`config.mk`:
```
export PLATFORM = sky130hd
export DESIGN_NAME = packet_frame_assembler_flat
export DESIGN_NICKNAME = d
export VERILOG_FILES = /design/src/sv/pfa_pkg.sv /design/src/sv/pfa_in_if.sv /design/src/sv/pfa_out_if.sv /design/src/sv/packet_frame_assembler.sv /design/src/sv/pfa_front.sv /design/src/sv/pfa_queue.sv /design/src/sv/pfa_back.sv /design/src/flat_wrapper.sv
export SDC_FILE = /design/constraint.sdc
export NUM_CORES = 1
export LEC_CHECK = 0
export BUFFER_PORTS_ARGS = -buffer_cell sky130_fd_sc_hd__buf_2
export CORE_ASPECT_RATIO = 0.9
export CORE_MARGIN = 1
export CORE_UTILIZATION = 60
export DETAILED_ROUTE_END_ITERATION = 12
export PLACE_DENSITY = 0.85
export SLEW_MARGIN = 5
export SYNTH_ARGS = -nofsm -noshare
export SYNTH_HDL_FRONTEND = slang
export SYNTH_SLANG_ARGS = --single-unit
```
`constraint.sdc`:
```
create_clock -name i_clk -period 5.5 [get_ports i_clk]
set_clock_uncertainty 0.1 [all_clocks]
set_input_delay 0.825 -clock i_clk [delete_from_list [all_inputs] [get_ports i_clk]]
set_output_delay 0.825 -clock i_clk [all_outputs]
set_load 0.03 [all_outputs]
```
`src/sv/pfa_pkg.sv`:
```
// Package for the packet frame assembler: sizes, codes and the records
// passed between the front, the queue and the back. No dependencies.
package pfa_pkg;

    localparam int SLOTS       = 8;
    localparam int SLOT_W      = (SLOTS > 1) ? $clog2(SLOTS) : 1;
    localparam int LAST_PACKET = 127;
    localparam int QDEPTH      = 2;
    localparam int QPTR_W      = (QDEPTH > 1) ? $clog2(QDEPTH) : 1;
    localparam int QCNT_W      = $clog2(QDEPTH + 1);

    localparam logic [39:0] SIG_VALUE     = 40'hf0f1f2f3f4;
    localparam logic [13:0] RESET_MIN_LEN = 14'd384;
    localparam logic [7:0]  LAST_IDX      = 8'(LAST_PACKET);

    typedef enum logic [2:0] {
        ST_STORED   = 3'd0,
        ST_COMPLETE = 3'd1,
        ST_FORCED   = 3'd2,
        ST_SHORT    = 3'd3,
        ST_BAD_SIG  = 3'd4,
        ST_HALTED   = 3'd5,
        ST_RELEASED = 3'd6
    } t_status;

    typedef enum logic [1:0] {
        REG_MIN_BYTES = 2'd0,
        REG_CHECK_SIG = 2'd1,
        REG_CHECK_PI  = 2'd2,
        REG_CHECK_FI  = 2'd3
    } t_reg_idx;

    typedef struct packed {
        logic [13:0] min_bytes;
        logic        check_sig;
        logic        check_pi;
        logic        check_fi;
    } t_cfg;

    // classified item, as the front hands it to the back
    typedef struct packed {
        logic        is_release;
        logic [2:0]  rel;
        logic        rel_ok;
        logic        is_short;
        logic        bad_sig;
        logic        is_last;
        logic [7:0]  pidx;
        logic [15:0] fi;
    } t_item;

    typedef struct packed {
        t_status     status;
        logic [2:0]  slot;
        logic [7:0]  pos;
        logic [15:0] fi;
        logic        done;
        logic        damaged;
        logic        missed;
        logic        mismatch;
        logic        halted;
    } t_result;

    typedef struct packed {
        logic full;
        logic empty;
    } t_q_stat;

    typedef struct packed {
        logic stopped;
    } t_back_stat;

endpackage

```
`src/sv/pfa_in_if.sv`:
```
// Input channel of the packet frame assembler: valid, ready and the item fields.
// No dependencies.
interface pfa_in_if;
    logic        valid;
    logic        ready;
    logic        req_type;
    logic [13:0] packet_bytes;
    logic [39:0] signature;
    logic [7:0]  packet_index;
    logic [15:0] frame_index_raw;
    logic [2:0]  release_slot;

    modport source (
        output valid, req_type, packet_bytes, signature, packet_index,
               frame_index_raw, release_slot,
        input  ready
    );
    modport sink (
        input  valid, req_type, packet_bytes, signature, packet_index,
               frame_index_raw, release_slot,
        output ready
    );
endinterface

```
`src/sv/pfa_out_if.sv`:
```
// Result channel of the packet frame assembler: valid, ready and the result fields.
// No dependencies.
interface pfa_out_if;
    logic        valid;
    logic        ready;
    logic [2:0]  status;
    logic [2:0]  slot;
    logic [7:0]  packet_position;
    logic [15:0] frame_index;
    logic        frame_done;
    logic        frame_damaged;
    logic        missed_trigger;
    logic        frame_index_mismatch;
    logic        halted;

    modport source (
        output valid, status, slot, packet_position, frame_index, frame_done,
               frame_damaged, missed_trigger, frame_index_mismatch, halted,
        input  ready
    );
    modport sink (
        input  valid, status, slot, packet_position, frame_index, frame_done,
               frame_damaged, missed_trigger, frame_index_mismatch, halted,
        output ready
    );
endinterface

```
`src/sv/packet_frame_assembler.sv`:
```
// Top level of the packet frame assembler: configuration registers, front,
// queue and back. Depends on pfa_pkg, pfa_in_if, pfa_out_if and the pfa_ modules.

// The block takes one item per clock when nothing stalls: a camera packet header or a slot release.
// Every item gives exactly one result, in order, presented after the front register
// (loaded at the accepting edge), a queue entry and the result register. The sustained
// rate is one item per cycle when the output does not stall, set by the back stage,
// which updates the ring state (slot full bits, current slot, packet count, damage
// mark) as it takes each item. A two-entry queue parts front and back, so a short
// stall at the output does not close the input at once. Short or badly signed
// packets are dropped with their own status; the packet with the last index closes
// the frame and moves to the next ring slot, and halts the block for good if that
// slot is still full. Releases keep working after a halt. Write configuration only
// while no item is in flight.
module packet_frame_assembler
    import pfa_pkg::*;
(
    input  logic        i_clk,
    input  logic        i_rst_n,
    input  logic        i_cfg_we,
    input  logic [1:0]  i_cfg_idx,
    input  logic [13:0] i_cfg_data,
    pfa_in_if.sink      i_in,
    pfa_out_if.source   o_out
);

    t_cfg       r_cfg;
    logic       f_valid;
    logic       q_ready;
    t_item      f_item;
    logic       q_valid;
    logic       b_ready;
    t_item      q_item;
    t_q_stat    q_stat;
    t_result    b_res;
    t_back_stat b_stat;

    // configuration writes; hold each value until rewritten
    always_ff @(posedge i_clk) begin
        if (!i_rst_n) begin
            r_cfg.min_bytes <= RESET_MIN_LEN;
            r_cfg.check_sig <= 1'b1;
            r_cfg.check_pi  <= 1'b1;
            r_cfg.check_fi  <= 1'b1;
        end else if (i_cfg_we) begin
            case (i_cfg_idx)
                REG_MIN_BYTES: r_cfg.min_bytes <= i_cfg_data;
                REG_CHECK_SIG: r_cfg.check_sig <= i_cfg_data[0];
                REG_CHECK_PI:  r_cfg.check_pi  <= i_cfg_data[0];
                REG_CHECK_FI:  r_cfg.check_fi  <= i_cfg_data[0];
                default:       r_cfg <= r_cfg;
            endcase
        end
    end

    // classify: length, signature, last index, byte swap
    pfa_front u_front (
        .i_clk   (i_clk),
        .i_rst_n (i_rst_n),
        .i_cfg   (r_cfg),
        .i_in    (i_in),
        .o_valid (f_valid),
        .i_ready (q_ready),
        .o_item  (f_item)
    );

    // decouple front and back
    pfa_queue u_queue (
        .i_clk   (i_clk),
        .i_rst_n (i_rst_n),
        .i_push  (f_valid),
        .i_item  (f_item),
        .o_ready (q_ready),
        .o_valid (q_valid),
        .i_pop   (b_ready),
        .o_item  (q_item),
        .o_stat  (q_stat)
    );

    // apply items to the frame ring and register results
    pfa_back u_back (
        .i_clk       (i_clk),
        .i_rst_n     (i_rst_n),
        .i_cfg       (r_cfg),
        .i_valid     (q_valid),
        .o_ready     (b_ready),
        .i_item      (q_item),
        .o_out_valid (o_out.valid),
        .i_out_ready (o_out.ready),
        .o_res       (b_res),
        .o_stat      (b_stat)
    );

    assign o_out.status               = b_res.status;
    assign o_out.slot                 = b_res.slot;
    assign o_out.packet_position      = b_res.pos;
    assign o_out.frame_index          = b_res.fi;
    assign o_out.frame_done           = b_res.done;
    assign o_out.frame_damaged        = b_res.damaged;
    assign o_out.missed_trigger       = b_res.missed;
    assign o_out.frame_index_mismatch = b_res.mismatch;
    assign o_out.halted               = b_res.halted;

`ifndef NO_ASSERTIONS
    // the queue can never be full and empty at once
    a_queue_sane: assert property (@(posedge i_clk) disable iff (!i_rst_n)
        !(q_stat.full && q_stat.empty))
        else $error("queue reports full and empty");

    // a halt is permanent
    a_halt_sticky: assert property (@(posedge i_clk) disable iff (!i_rst_n)
        b_stat.stopped |=> b_stat.stopped)
        else $error("halt cleared");

    // a halted result is only shown once the back has stopped
    a_halt_result: assert property (@(posedge i_clk) disable iff (!i_rst_n)
        (o_out.valid && (o_out.status == ST_HALTED)) |-> b_stat.stopped)
        else $error("halted result without halt");
`endif

endmodule

```
`src/sv/pfa_front.sv`:
```
// Front stage: accept an item, run the stateless checks and register the record.
// Depends on pfa_pkg and pfa_in_if.
module pfa_front
    import pfa_pkg::*;
(
    input  logic        i_clk,
    input  logic        i_rst_n,
    input  t_cfg        i_cfg,
    pfa_in_if.sink      i_in,
    output logic        o_valid,
    input  logic        i_ready,
    output t_item       o_item
);

    logic  r_valid;
    t_item r_item;
    t_item n_item;

    assign i_in.ready = !r_valid || i_ready;
    assign o_valid    = r_valid;
    assign o_item     = r_item;

    always_comb begin
        n_item.is_release = i_in.req_type;
        n_item.rel        = i_in.release_slot;
        n_item.rel_ok     = 32'(i_in.release_slot) < SLOTS;
        n_item.is_short   = i_in.packet_bytes < i_cfg.min_bytes;
        n_item.bad_sig    = i_cfg.check_sig && (i_in.signature != SIG_VALUE);
        n_item.is_last    = i_in.packet_index == LAST_IDX;
        n_item.pidx       = i_in.packet_index;
        // swap bytes of the frame index
        n_item.fi         = {i_in.frame_index_raw[7:0], i_in.frame_index_raw[15:8]};
    end

    always_ff @(posedge i_clk) begin
        if (!i_rst_n) begin
            r_valid <= 1'b0;
        end else if (i_in.ready) begin
            r_valid <= i_in.valid;
        end
    end

    always_ff @(posedge i_clk) begin
        if (i_in.valid && i_in.ready) begin
            r_item <= n_item;
        end
    end

endmodule

```
`src/sv/pfa_queue.sv`:
```
// Short queue of classified items between front and back.
// Depends on pfa_pkg.
module pfa_queue
    import pfa_pkg::*;
(
    input  logic    i_clk,
    input  logic    i_rst_n,
    input  logic    i_push,
    input  t_item   i_item,
    output logic    o_ready,
    output logic    o_valid,
    input  logic    i_pop,
    output t_item   o_item,
    output t_q_stat o_stat
);

    t_item               r_mem [QDEPTH];
    logic [QPTR_W-1:0]   r_wr_ptr;
    logic [QPTR_W-1:0]   r_rd_ptr;
    logic [QCNT_W-1:0]   r_count;
    logic                do_push;
    logic                do_pop;

    assign o_ready      = 32'(r_count) < QDEPTH;
    assign o_valid      = r_count != '0;
    assign o_item       = r_mem[r_rd_ptr];
    assign do_push      = i_push && o_ready;
    assign do_pop       = i_pop && o_valid;
    assign o_stat.full  = !o_ready;
    assign o_stat.empty = !o_valid;

    function automatic logic [QPTR_W-1:0] bump(input logic [QPTR_W-1:0] p);
        return (32'(p) == QDEPTH - 1) ? '0 : p + 1'b1;
    endfunction

    always_ff @(posedge i_clk) begin
        if (!i_rst_n) begin
            r_wr_ptr <= '0;
            r_rd_ptr <= '0;
            r_count  <= '0;
        end else begin
            if (do_push) r_wr_ptr <= bump(r_wr_ptr);
            if (do_pop)  r_rd_ptr <= bump(r_rd_ptr);
            if (do_push && !do_pop) begin
                r_count <= r_count + 1'b1;
            end else if (do_pop && !do_push) begin
                r_count <= r_count - 1'b1;
            end
        end
    end

    always_ff @(posedge i_clk) begin
        if (do_push) begin
            r_mem[r_wr_ptr] <= i_item;
        end
    end

endmodule

```
`src/sv/pfa_back.sv`:
```
// Back stage: apply each classified item to the frame ring state and register
// the result. Depends on pfa_pkg.
module pfa_back
    import pfa_pkg::*;
(
    input  logic       i_clk,
    input  logic       i_rst_n,
    input  t_cfg       i_cfg,
    input  logic       i_valid,
    output logic       o_ready,
    input  t_item      i_item,
    output logic       o_out_valid,
    input  logic       i_out_ready,
    output t_result    o_res,
    output t_back_stat o_stat
);

    logic [SLOTS-1:0]  r_full, n_full;
    logic [SLOT_W-1:0] r_cur, n_cur;
    logic [7:0]        r_pif, n_pif;
    logic              r_dmg, n_dmg;
    logic [15:0]       r_ffi, n_ffi;
    logic              r_stopped, n_stopped;
    logic              r_out_valid;
    t_result           r_res, n_res;

    logic [SLOT_W-1:0] nxt;
    logic              dmg_now;
    logic              take;

    assign o_ready        = !r_out_valid || i_out_ready;
    assign take           = i_valid && o_ready;
    assign o_out_valid    = r_out_valid;
    assign o_res          = r_res;
    assign o_stat.stopped = r_stopped;

    assign nxt     = (32'(r_cur) == SLOTS - 1) ? '0 : r_cur + 1'b1;
    assign dmg_now = r_dmg || (i_cfg.check_pi && (i_item.pidx != r_pif));

    always_comb begin
        n_full    = r_full;
        n_cur     = r_cur;
        n_pif     = r_pif;
        n_dmg     = r_dmg;
        n_ffi     = r_ffi;
        n_stopped = r_stopped;
        n_res     = '0;
        n_res.slot = 3'(r_cur);

        if (i_item.is_release) begin
            if (i_item.rel_ok) n_full[SLOT_W'(i_item.rel)] = 1'b0;
            n_res.status = ST_RELEASED;
            n_res.slot   = i_item.rel;
            n_res.halted = r_stopped;
        end else if (r_stopped) begin
            n_res.status = ST_HALTED;
            n_res.halted = 1'b1;
        end else if (i_item.is_short) begin
            n_res.status = ST_SHORT;
        end else if (i_item.bad_sig) begin
            n_res.status = ST_BAD_SIG;
        end else begin
            if (r_pif == '0) n_ffi = i_item.fi;
            n_res.mismatch = i_cfg.check_fi && (r_pif != '0) && (r_ffi != i_item.fi);
            n_res.pos      = r_pif;
            n_res.fi       = i_item.fi;
            n_res.damaged  = dmg_now;
            n_dmg          = dmg_now;
            if (i_item.is_last) begin
                n_res.status = ST_COMPLETE;
                n_res.done   = 1'b1;
                if (r_full[nxt]) begin
                    n_stopped    = 1'b1;
                    n_res.halted = 1'b1;
                end else begin
                    n_cur       = nxt;
                    n_pif       = '0;
                    n_dmg       = 1'b0;
                    n_full[nxt] = 1'b1;
                end
            end else if (r_pif >= LAST_IDX) begin
                // count overflow: close the frame without its last packet
                n_res.status = ST_FORCED;
                n_res.done   = 1'b1;
                n_res.missed = 1'b1;
                n_cur        = nxt;
                n_pif        = '0;
                n_dmg        = 1'b0;
                n_full[nxt]  = 1'b1;
                n_ffi        = '0;
            end else begin
                n_res.status = ST_STORED;
                n_pif        = r_pif + 1'b1;
            end
        end
    end

    always_ff @(posedge i_clk) begin
        if (!i_rst_n) begin
            r_full      <= SLOTS'(1);
            r_cur       <= '0;
            r_pif       <= '0;
            r_dmg       <= 1'b0;
            r_ffi       <= '0;
            r_stopped   <= 1'b0;
            r_out_valid <= 1'b0;
        end else begin
            if (o_ready) r_out_valid <= i_valid;
            if (take) begin
                r_full    <= n_full;
                r_cur     <= n_cur;
                r_pif     <= n_pif;
                r_dmg     <= n_dmg;
                r_ffi     <= n_ffi;
                r_stopped <= n_stopped;
            end
        end
    end

    always_ff @(posedge i_clk) begin
        if (take) begin
            r_res <= n_res;
        end
    end

endmodule

```
`src/flat_wrapper.sv`:
```
// flat-port wrapper written by rule: the top's interface ports become plain ports
module packet_frame_assembler_flat import pfa_pkg::*;
  (i_clk, i_rst_n, i_cfg_we, i_cfg_idx, i_cfg_data, i_in_valid, i_in_req_type, i_in_packet_bytes, i_in_signature, i_in_packet_index, i_in_frame_index_raw, i_in_release_slot, i_in_ready, o_out_valid, o_out_status, o_out_slot, o_out_packet_position, o_out_frame_index, o_out_frame_done, o_out_frame_damaged, o_out_missed_trigger, o_out_frame_index_mismatch, o_out_halted, o_out_ready);
  pfa_in_if i_in_i ();
  pfa_out_if o_out_i ();
  input  logic i_clk;
  input  logic i_rst_n;
  input  logic i_cfg_we;
  input  logic [1:0] i_cfg_idx;
  input  logic [13:0] i_cfg_data;
  input wire logic [$bits(i_in_i.valid)-1:0] i_in_valid;
  input wire logic [$bits(i_in_i.req_type)-1:0] i_in_req_type;
  input wire logic [$bits(i_in_i.packet_bytes)-1:0] i_in_packet_bytes;
  input wire logic [$bits(i_in_i.signature)-1:0] i_in_signature;
  input wire logic [$bits(i_in_i.packet_index)-1:0] i_in_packet_index;
  input wire logic [$bits(i_in_i.frame_index_raw)-1:0] i_in_frame_index_raw;
  input wire logic [$bits(i_in_i.release_slot)-1:0] i_in_release_slot;
  output wire logic [$bits(i_in_i.ready)-1:0] i_in_ready;
  output wire logic [$bits(o_out_i.valid)-1:0] o_out_valid;
  output wire logic [$bits(o_out_i.status)-1:0] o_out_status;
  output wire logic [$bits(o_out_i.slot)-1:0] o_out_slot;
  output wire logic [$bits(o_out_i.packet_position)-1:0] o_out_packet_position;
  output wire logic [$bits(o_out_i.frame_index)-1:0] o_out_frame_index;
  output wire logic [$bits(o_out_i.frame_done)-1:0] o_out_frame_done;
  output wire logic [$bits(o_out_i.frame_damaged)-1:0] o_out_frame_damaged;
  output wire logic [$bits(o_out_i.missed_trigger)-1:0] o_out_missed_trigger;
  output wire logic [$bits(o_out_i.frame_index_mismatch)-1:0] o_out_frame_index_mismatch;
  output wire logic [$bits(o_out_i.halted)-1:0] o_out_halted;
  input wire logic [$bits(o_out_i.ready)-1:0] o_out_ready;
  assign i_in_i.valid = i_in_valid;
  assign i_in_i.req_type = i_in_req_type;
  assign i_in_i.packet_bytes = i_in_packet_bytes;
  assign i_in_i.signature = i_in_signature;
  assign i_in_i.packet_index = i_in_packet_index;
  assign i_in_i.frame_index_raw = i_in_frame_index_raw;
  assign i_in_i.release_slot = i_in_release_slot;
  assign i_in_ready = i_in_i.ready;
  assign o_out_valid = o_out_i.valid;
  assign o_out_status = o_out_i.status;
  assign o_out_slot = o_out_i.slot;
  assign o_out_packet_position = o_out_i.packet_position;
  assign o_out_frame_index = o_out_i.frame_index;
  assign o_out_frame_done = o_out_i.frame_done;
  assign o_out_frame_damaged = o_out_i.frame_damaged;
  assign o_out_missed_trigger = o_out_i.missed_trigger;
  assign o_out_frame_index_mismatch = o_out_i.frame_index_mismatch;
  assign o_out_halted = o_out_i.halted;
  assign o_out_i.ready = o_out_ready;
  packet_frame_assembler u_core (.i_clk(i_clk), .i_rst_n(i_rst_n), .i_cfg_we(i_cfg_we), .i_cfg_idx(i_cfg_idx), .i_cfg_data(i_cfg_data), .i_in(i_in_i), .o_out(o_out_i));
endmodule
```
# Yosys cells after proc, flatten, opt, wreduce, memory -nomap -nowiden
# Memories as Yosys holds them, arrays and structs flattened. A register that Yosys moved wholly into a read port is not among the register bits.
# Index checks and enable logic that the tools add are counted.
# Widths: inputs -> output; s select.
[classes] add_sub_neg=6 mul=0 div=0 magnitude_cmp=7 eq_ne=14 shifts=0 mux=52 n_bitwise=7 reduce_logical=37
[op_table] op="$mux 8" n=11
[op_table] op="$mux 16" n=3
[op_table] op="$ne 40x40->1 const B" n=1
[op_table] op="$mux 3" n=8
[op_table] op="$mux 1" n=23
[op_table] op="$ne 16x16->1" n=1
[op_table] op="$lt 14x14->1" n=1
[op_table] op="$reduce_and 7->1" n=2
[op_table] op="$logic_and 1x1->1" n=11
[op_table] op="$reduce_and 2->1" n=5
[op_table] op="$add 8x1->8 const B" n=1
[op_table] op="$and 8x8->8" n=1
[op_table] op="$eq 8x7->1 const B" n=1
[op_table] op="$ge 8x7->1 const B" n=1
[op_table] op="$logic_not 8->1" n=1
[op_table] op="$lt 3x4->1 const B" n=2
[op_table] op="$mux 2" n=4
[op_table] op="$ne 8x8->1" n=1
[op_table] op="$not 8->8" n=1
[op_table] op="$or 8x8->8" n=1
[op_table] op="$reduce_bool 8->1" n=1
[op_table] op="$demux 1 s3" n=2
[op_table] op="$ge 3x1->1 const B" n=2
[op_table] op="$ne 2x1->1 const B" n=3
[op_table] op="other kinds (22)" n=35
[totals] reg_bits=126 latch_bits=0 ram_bits=62 romBits=0 input_bits=103 output_inout_bits=37 elab_cells=156 memories=1
[mem_list] memory="u_core.u_queue.r_mem" depth=2 width=31 rd=1 rd_clocked_by_memory_dff=1 wr=1 line="pfa_queue.sv:17" rtl="t_item r_mem [QDEPTH];"

# Depth between registers and ports, before layout
[logic_depth] depth_word=13 ltp_mapped=9 depth_no_buf=8

# Hierarchy
# Synthesis repeated with hierarchy kept, for this count alone.
[hier_totals] hier_cells=643 hier_area_um2=8209.1
[modules_own_cells] module="pfa_back" instances=1 cells_per_inst=345 area_per_inst_um2=3508.4
[modules_own_cells] module="pfa_queue" instances=1 cells_per_inst=125 area_per_inst_um2=2546.2
[modules_own_cells] module="pfa_front" instances=1 cells_per_inst=99 area_per_inst_um2=1438.9
[modules_own_cells] module="packet_frame_assembler" instances=1 cells_per_inst=74 area_per_inst_um2=715.7

# Worst setup path before layout
# No wires, ideal clock.
[synth_path] path_type="input to register" startpoint="input o_out_ready" endpoint="register u_core.u_back.r_ffi[7]" setup_ns=0.134 arrival_ns=2.816 t_required_ns=5.266 path_slack_ns=2.450 cell_stages=8 n_path_buf=2 cell_sequence="nor2b_1 -> or2_2 -> clkbuf_1 -> inv_1 -> nand2_4 -> o21ai_4 -> buf_4 -> a211oi_2"
[synth_between] elab_chain_cells=3
[synth_lines] item="start: declaration" line="flat_wrapper.sv:29" rtl="input wire logic [$bits(o_out_i.ready)-1:0] o_out_ready;"
[synth_lines] item="$logic_or 1x1->1" line="pfa_back.sv:31" rtl="assign o_ready = !r_out_valid || i_out_ready;"
[synth_lines] item="$logic_and 1x1->1" line="pfa_back.sv:32" rtl="assign take = i_valid && o_ready;"
[synth_lines] item="via u_core.u_back.take" line="pfa_back.sv:29" rtl="logic take;"
[synth_lines] item="$reduce_and 5->1 (no source line)"
[synth_lines] item="end signal: assignment" line="pfa_back.sv:114" rtl="r_ffi <= n_ffi;"
[synth_lines] item="end: declaration" line="pfa_back.sv:22" rtl="logic [15:0] r_ffi, n_ffi;"
# The timed path passes the listed nets, and every way through them passes these cells.
# A chain may end at the register's enable or synchronous reset.

==> impl_metrics.toml <==
[outcome]
status = "complete, no violations"

[worst_setup_path]
crit_cells = 6
reg2reg_to = "u_core.u_back.r_ffi[1]$_SDFFE_PN0P_"
cp_cell_sequence = "or3b_2 -> a211oi_4 -> nand2_4 -> nor2_4 -> nor2_1 -> a211oi_1"
slowest_stage = "dfxtp_2"
worstSetupPathType = "register to register"
start_kind = "register"
crit_family = "simple AND/OR/NAND/NOR gates"
crit_path_end = "u_core.u_back.r_ffi[1]$_SDFFE_PN0P_"
arrival_ns = 3.52
r2r_slack_ns = 2.21
cp-end-kind = "register"
critical_path_peak_fanout = 38
required_ns = 5.73
r2r_cells = 6
cpPeakStageDelay_ns = 0.98
cp.buffers_inverters = 0

[finish]
postLayoutCoreUtil = 0.7263
stdcell_count = 925
area_growth_pct = 17.37
fin_nets = 869
n_antenna_cell = 0
drive_above_1_share = 0.2760

[timing]
rsz0062_at_grt = "no"
fin_crit_sh = 0.5981
hold_viol = 0
final.min_clock_period_ns = 3.290
tightest_slew_ns = 0.9938
fin_ws_ns = 2.210
slew_violations = 0
setup_viol = 0
relSlewSlack = 0.3375
fmax_mhz = 304.0
fin_tns_setup_ns = 0

[synth]
synthesis.area_um2 = 7911
async_reset_ff_frac = 0
ys_warn_count = 0
synth_edf_count = 128
syn_nets = 731
synth_top_area_frac = 0.4858
yosys-top-cells-area = "edfxtp_1, dfxtp_1, mux2i_1, ha_1, nor2_1"
synth_cell_types = 70
ys_ff_latch = 189
ys.flop_type = "edfxtp_1"
synth_largest_area_cell = "edfxtp_1"
avgSynthCellArea_um2 = 12.97
yosysSeqAreaShare = 0.6402
synth_cells = 610

[global_routing]
grt_pass1_vias = 4929
grt.overflow.total = 0
grtUsageTotal = 0.2382
grt_pass1_wl_um = 24210
antenna_found_initial = 0
grt_max_degree = 53

[placement]
dpl.cell_count = 893
port_buffers = 139
gp_congestion = 0.8754
dpl.hpwl_um = 11100
place_ws_ns = 2.214

[min_path]
holdCritPathClass = "register to register"
hold_path_depth = 0

[die]
io_pins = 140
die-area_um2 = 13650
die_height_um = 110.9
die_w_um = 123.0
start_util = 0.6188
core-area_um2 = 12780
rows = 39

[clocking]
cts_tree = "built"
insertion_delay_ns = 0.43
htree_levels = 4
path_clk_slew_ns = 0.07
clockBufferDepth = 2
cts_buffers = 17
cts_resized = 0
cts-root-buf = "clkbuf_16"
hold_buffers = 0
numClockSinks = 189
cts_setup_buffers = 0

[drt]
wire_per_inst_um = 16.31
vias_per_cell = 5.573
drt_pre_antenna_iters = 6
dr.first_iter.drc_count = 326
vias = 5155
ant_nets = 0
drc = 0
wl_um = 15090

[power_and_ir_drop]
powerDensity_nw_per_um2 = 420.3
irDropWorstVdd_v = 0.0002267
p_total_w = 0.003902
pwr-share-seq = 0.479
p_int_w = 0.002695
p_comb_frac = 0.226
p_clk_frac = 0.295
p_sw_w = 0.001208
leakage_nw = 3.512
power.share.switching = 0.3095

[run]
maxCapViolCount = 0
==> metal layers <==
layer / up-vias / GRT usage / wire length (um)
met2: 210 / 0.3715 / 7031
met3: 25 / 0.06379 / 1095
met4: 0 / 0.09237 / 264
met5: - / 0 / 0
met1: 2389 / 0.3183 / 6697
li1: 2531 / - / -
==> worst min-delay path by stage <==
stage                                                  start  slack [ns]                                    to
after floorplan           u_core.u_front.o_item[0]$_DFFE_PP_        0.32  u_core.u_queue.r_mem[0][0]$_DFFE_PP_
after global placement    u_core.u_front.o_item[3]$_DFFE_PP_        0.33  u_core.u_queue.r_mem[1][3]$_DFFE_PP_
after detailed placement  u_core.u_front.o_item[9]$_DFFE_PP_        0.33  u_core.u_queue.r_mem[1][9]$_DFFE_PP_
after CTS                 u_core.u_front.o_item[9]$_DFFE_PP_        0.34  u_core.u_queue.r_mem[0][9]$_DFFE_PP_
after global routing      u_core.u_front.o_item[9]$_DFFE_PP_        0.35  u_core.u_queue.r_mem[0][9]$_DFFE_PP_
final                     u_core.u_front.o_item[9]$_DFFE_PP_        0.34  u_core.u_queue.r_mem[1][9]$_DFFE_PP_
==> flip-flops by register name (all words and copies together), names as in the netlist, 3 cells and up, named ones only <==
register	flops
u_core.r_cfg	17
u_core.u_front.o_item	31
u_core.u_back.r_full	8
u_core.u_back.r_pif	8
u_core.u_back.o_res	35
u_core.u_back.r_cur	3
u_core.u_back.r_ffi	16
u_core.u_queue.r_mem	62
==> cells in the mapped netlist (all sizes together), types with 2 or more instances <==
cell type,count
a41oi,2
mux2i,30
dfxtp,61
o31ai,3
o21bai,3
nand3b,3
o22ai,2
nand4b,2
a211oi,18
or2,3
o21ai,17
nand2b,5
o311ai,2
ha,18
nand4,12
and3,2
nand2,48
nor2,62
nand3,6
inv,19
nor4,3
o31a,2
a21oi,14
a31o,2
or3b,2
xor2,17
nor4b,3
xnor2,10
buf,8
edfxtp,128
a211o,2
a31oi,5
nor2b,11
mux2,4
o211ai,7
or3,3
nor3b,3
a21boi,15
clkbuf,17
or4b,2
and4b,2
and2,11
nor3,6
a21o,3
==> power groups by stage <==
stage | Clock (W) | Sequential [W] | Combinational (W)
2_1_floorplan | 0 | 0.00204 | 0.000499
3_3_place_gp | 0 | 0.00189 | 0.000855
3_5_place_dp | 0 | 0.00190 | 0.000882
4_1_cts | 0.00117 | 0.00187 | 0.000886
5_1_grt | 0.00122 | 0.00189 | 0.000962
6_report | 0.00115 | 0.00187 | 0.000882
==> cell type report <==
| class | count | area (um^2) |
|---|---|---|
| clock buffer | 21 | 450.4 |
| sequential | 189 | 5066 |
| clock inverter | 11 | 108.9 |
| fill | 862 | 3500 |
| multi-input combinational | 377 | 2650 |
| tap | 164 | 205.2 |
| inverter | 19 | 71.32 |
| timing repair buffer | 144 | 733.2 |
==> cell families (layout without fill, tap and decap cells) <==
family	after synthesis	in the layout	share of synthesized area
DFF	189	189	0.6402
adders and majority gates	18	18	0.02847
and+or+nand+nor	192	192	0.1257
muxes	34	34	0.04365
buffers and inverters	44	195	0.02514
xor gates and xnor gates	27	27	0.02989
AOI/OAI and AO/OA	106	106	0.1069
==> worst register-to-register path: stages (launching register included) <==
cell      delay [ns]
dfxtp_2         0.98
or3b_2          0.59
a211oi_4        0.39
nand2_4         0.12
nor2_4          0.66
nor2_1          0.10
a211oi_1        0.26
==> layout by cell type, fill, tap and decap left out, drive strengths merged, types with 14 or more instances in the layout <==
master and instances:
a21boi 15, a211oi 18, nor2 62, buf 144, edfxtp 128, inv 22
mux2i 30, clkbuf 21, nand2 48, xor2 17, a21oi 14, o21ai 17
dfxtp 61, ha 18
==> metrics by stage <==
| stage | hold WS [ns] | cell area [um^2] |
|---|---|---|
| floorplan | 0.3215 | 7911 |
| global placement | 0.3253 | 8726 |
| detailed placement | 0.3296 | 8726 |
| CTS | 0.3388 | 9285 |
| global route | 0.3550 | 9285 |
| finish | 0.3391 | 9285 |
No activity file was read; power rests on OpenSTA's default activity.
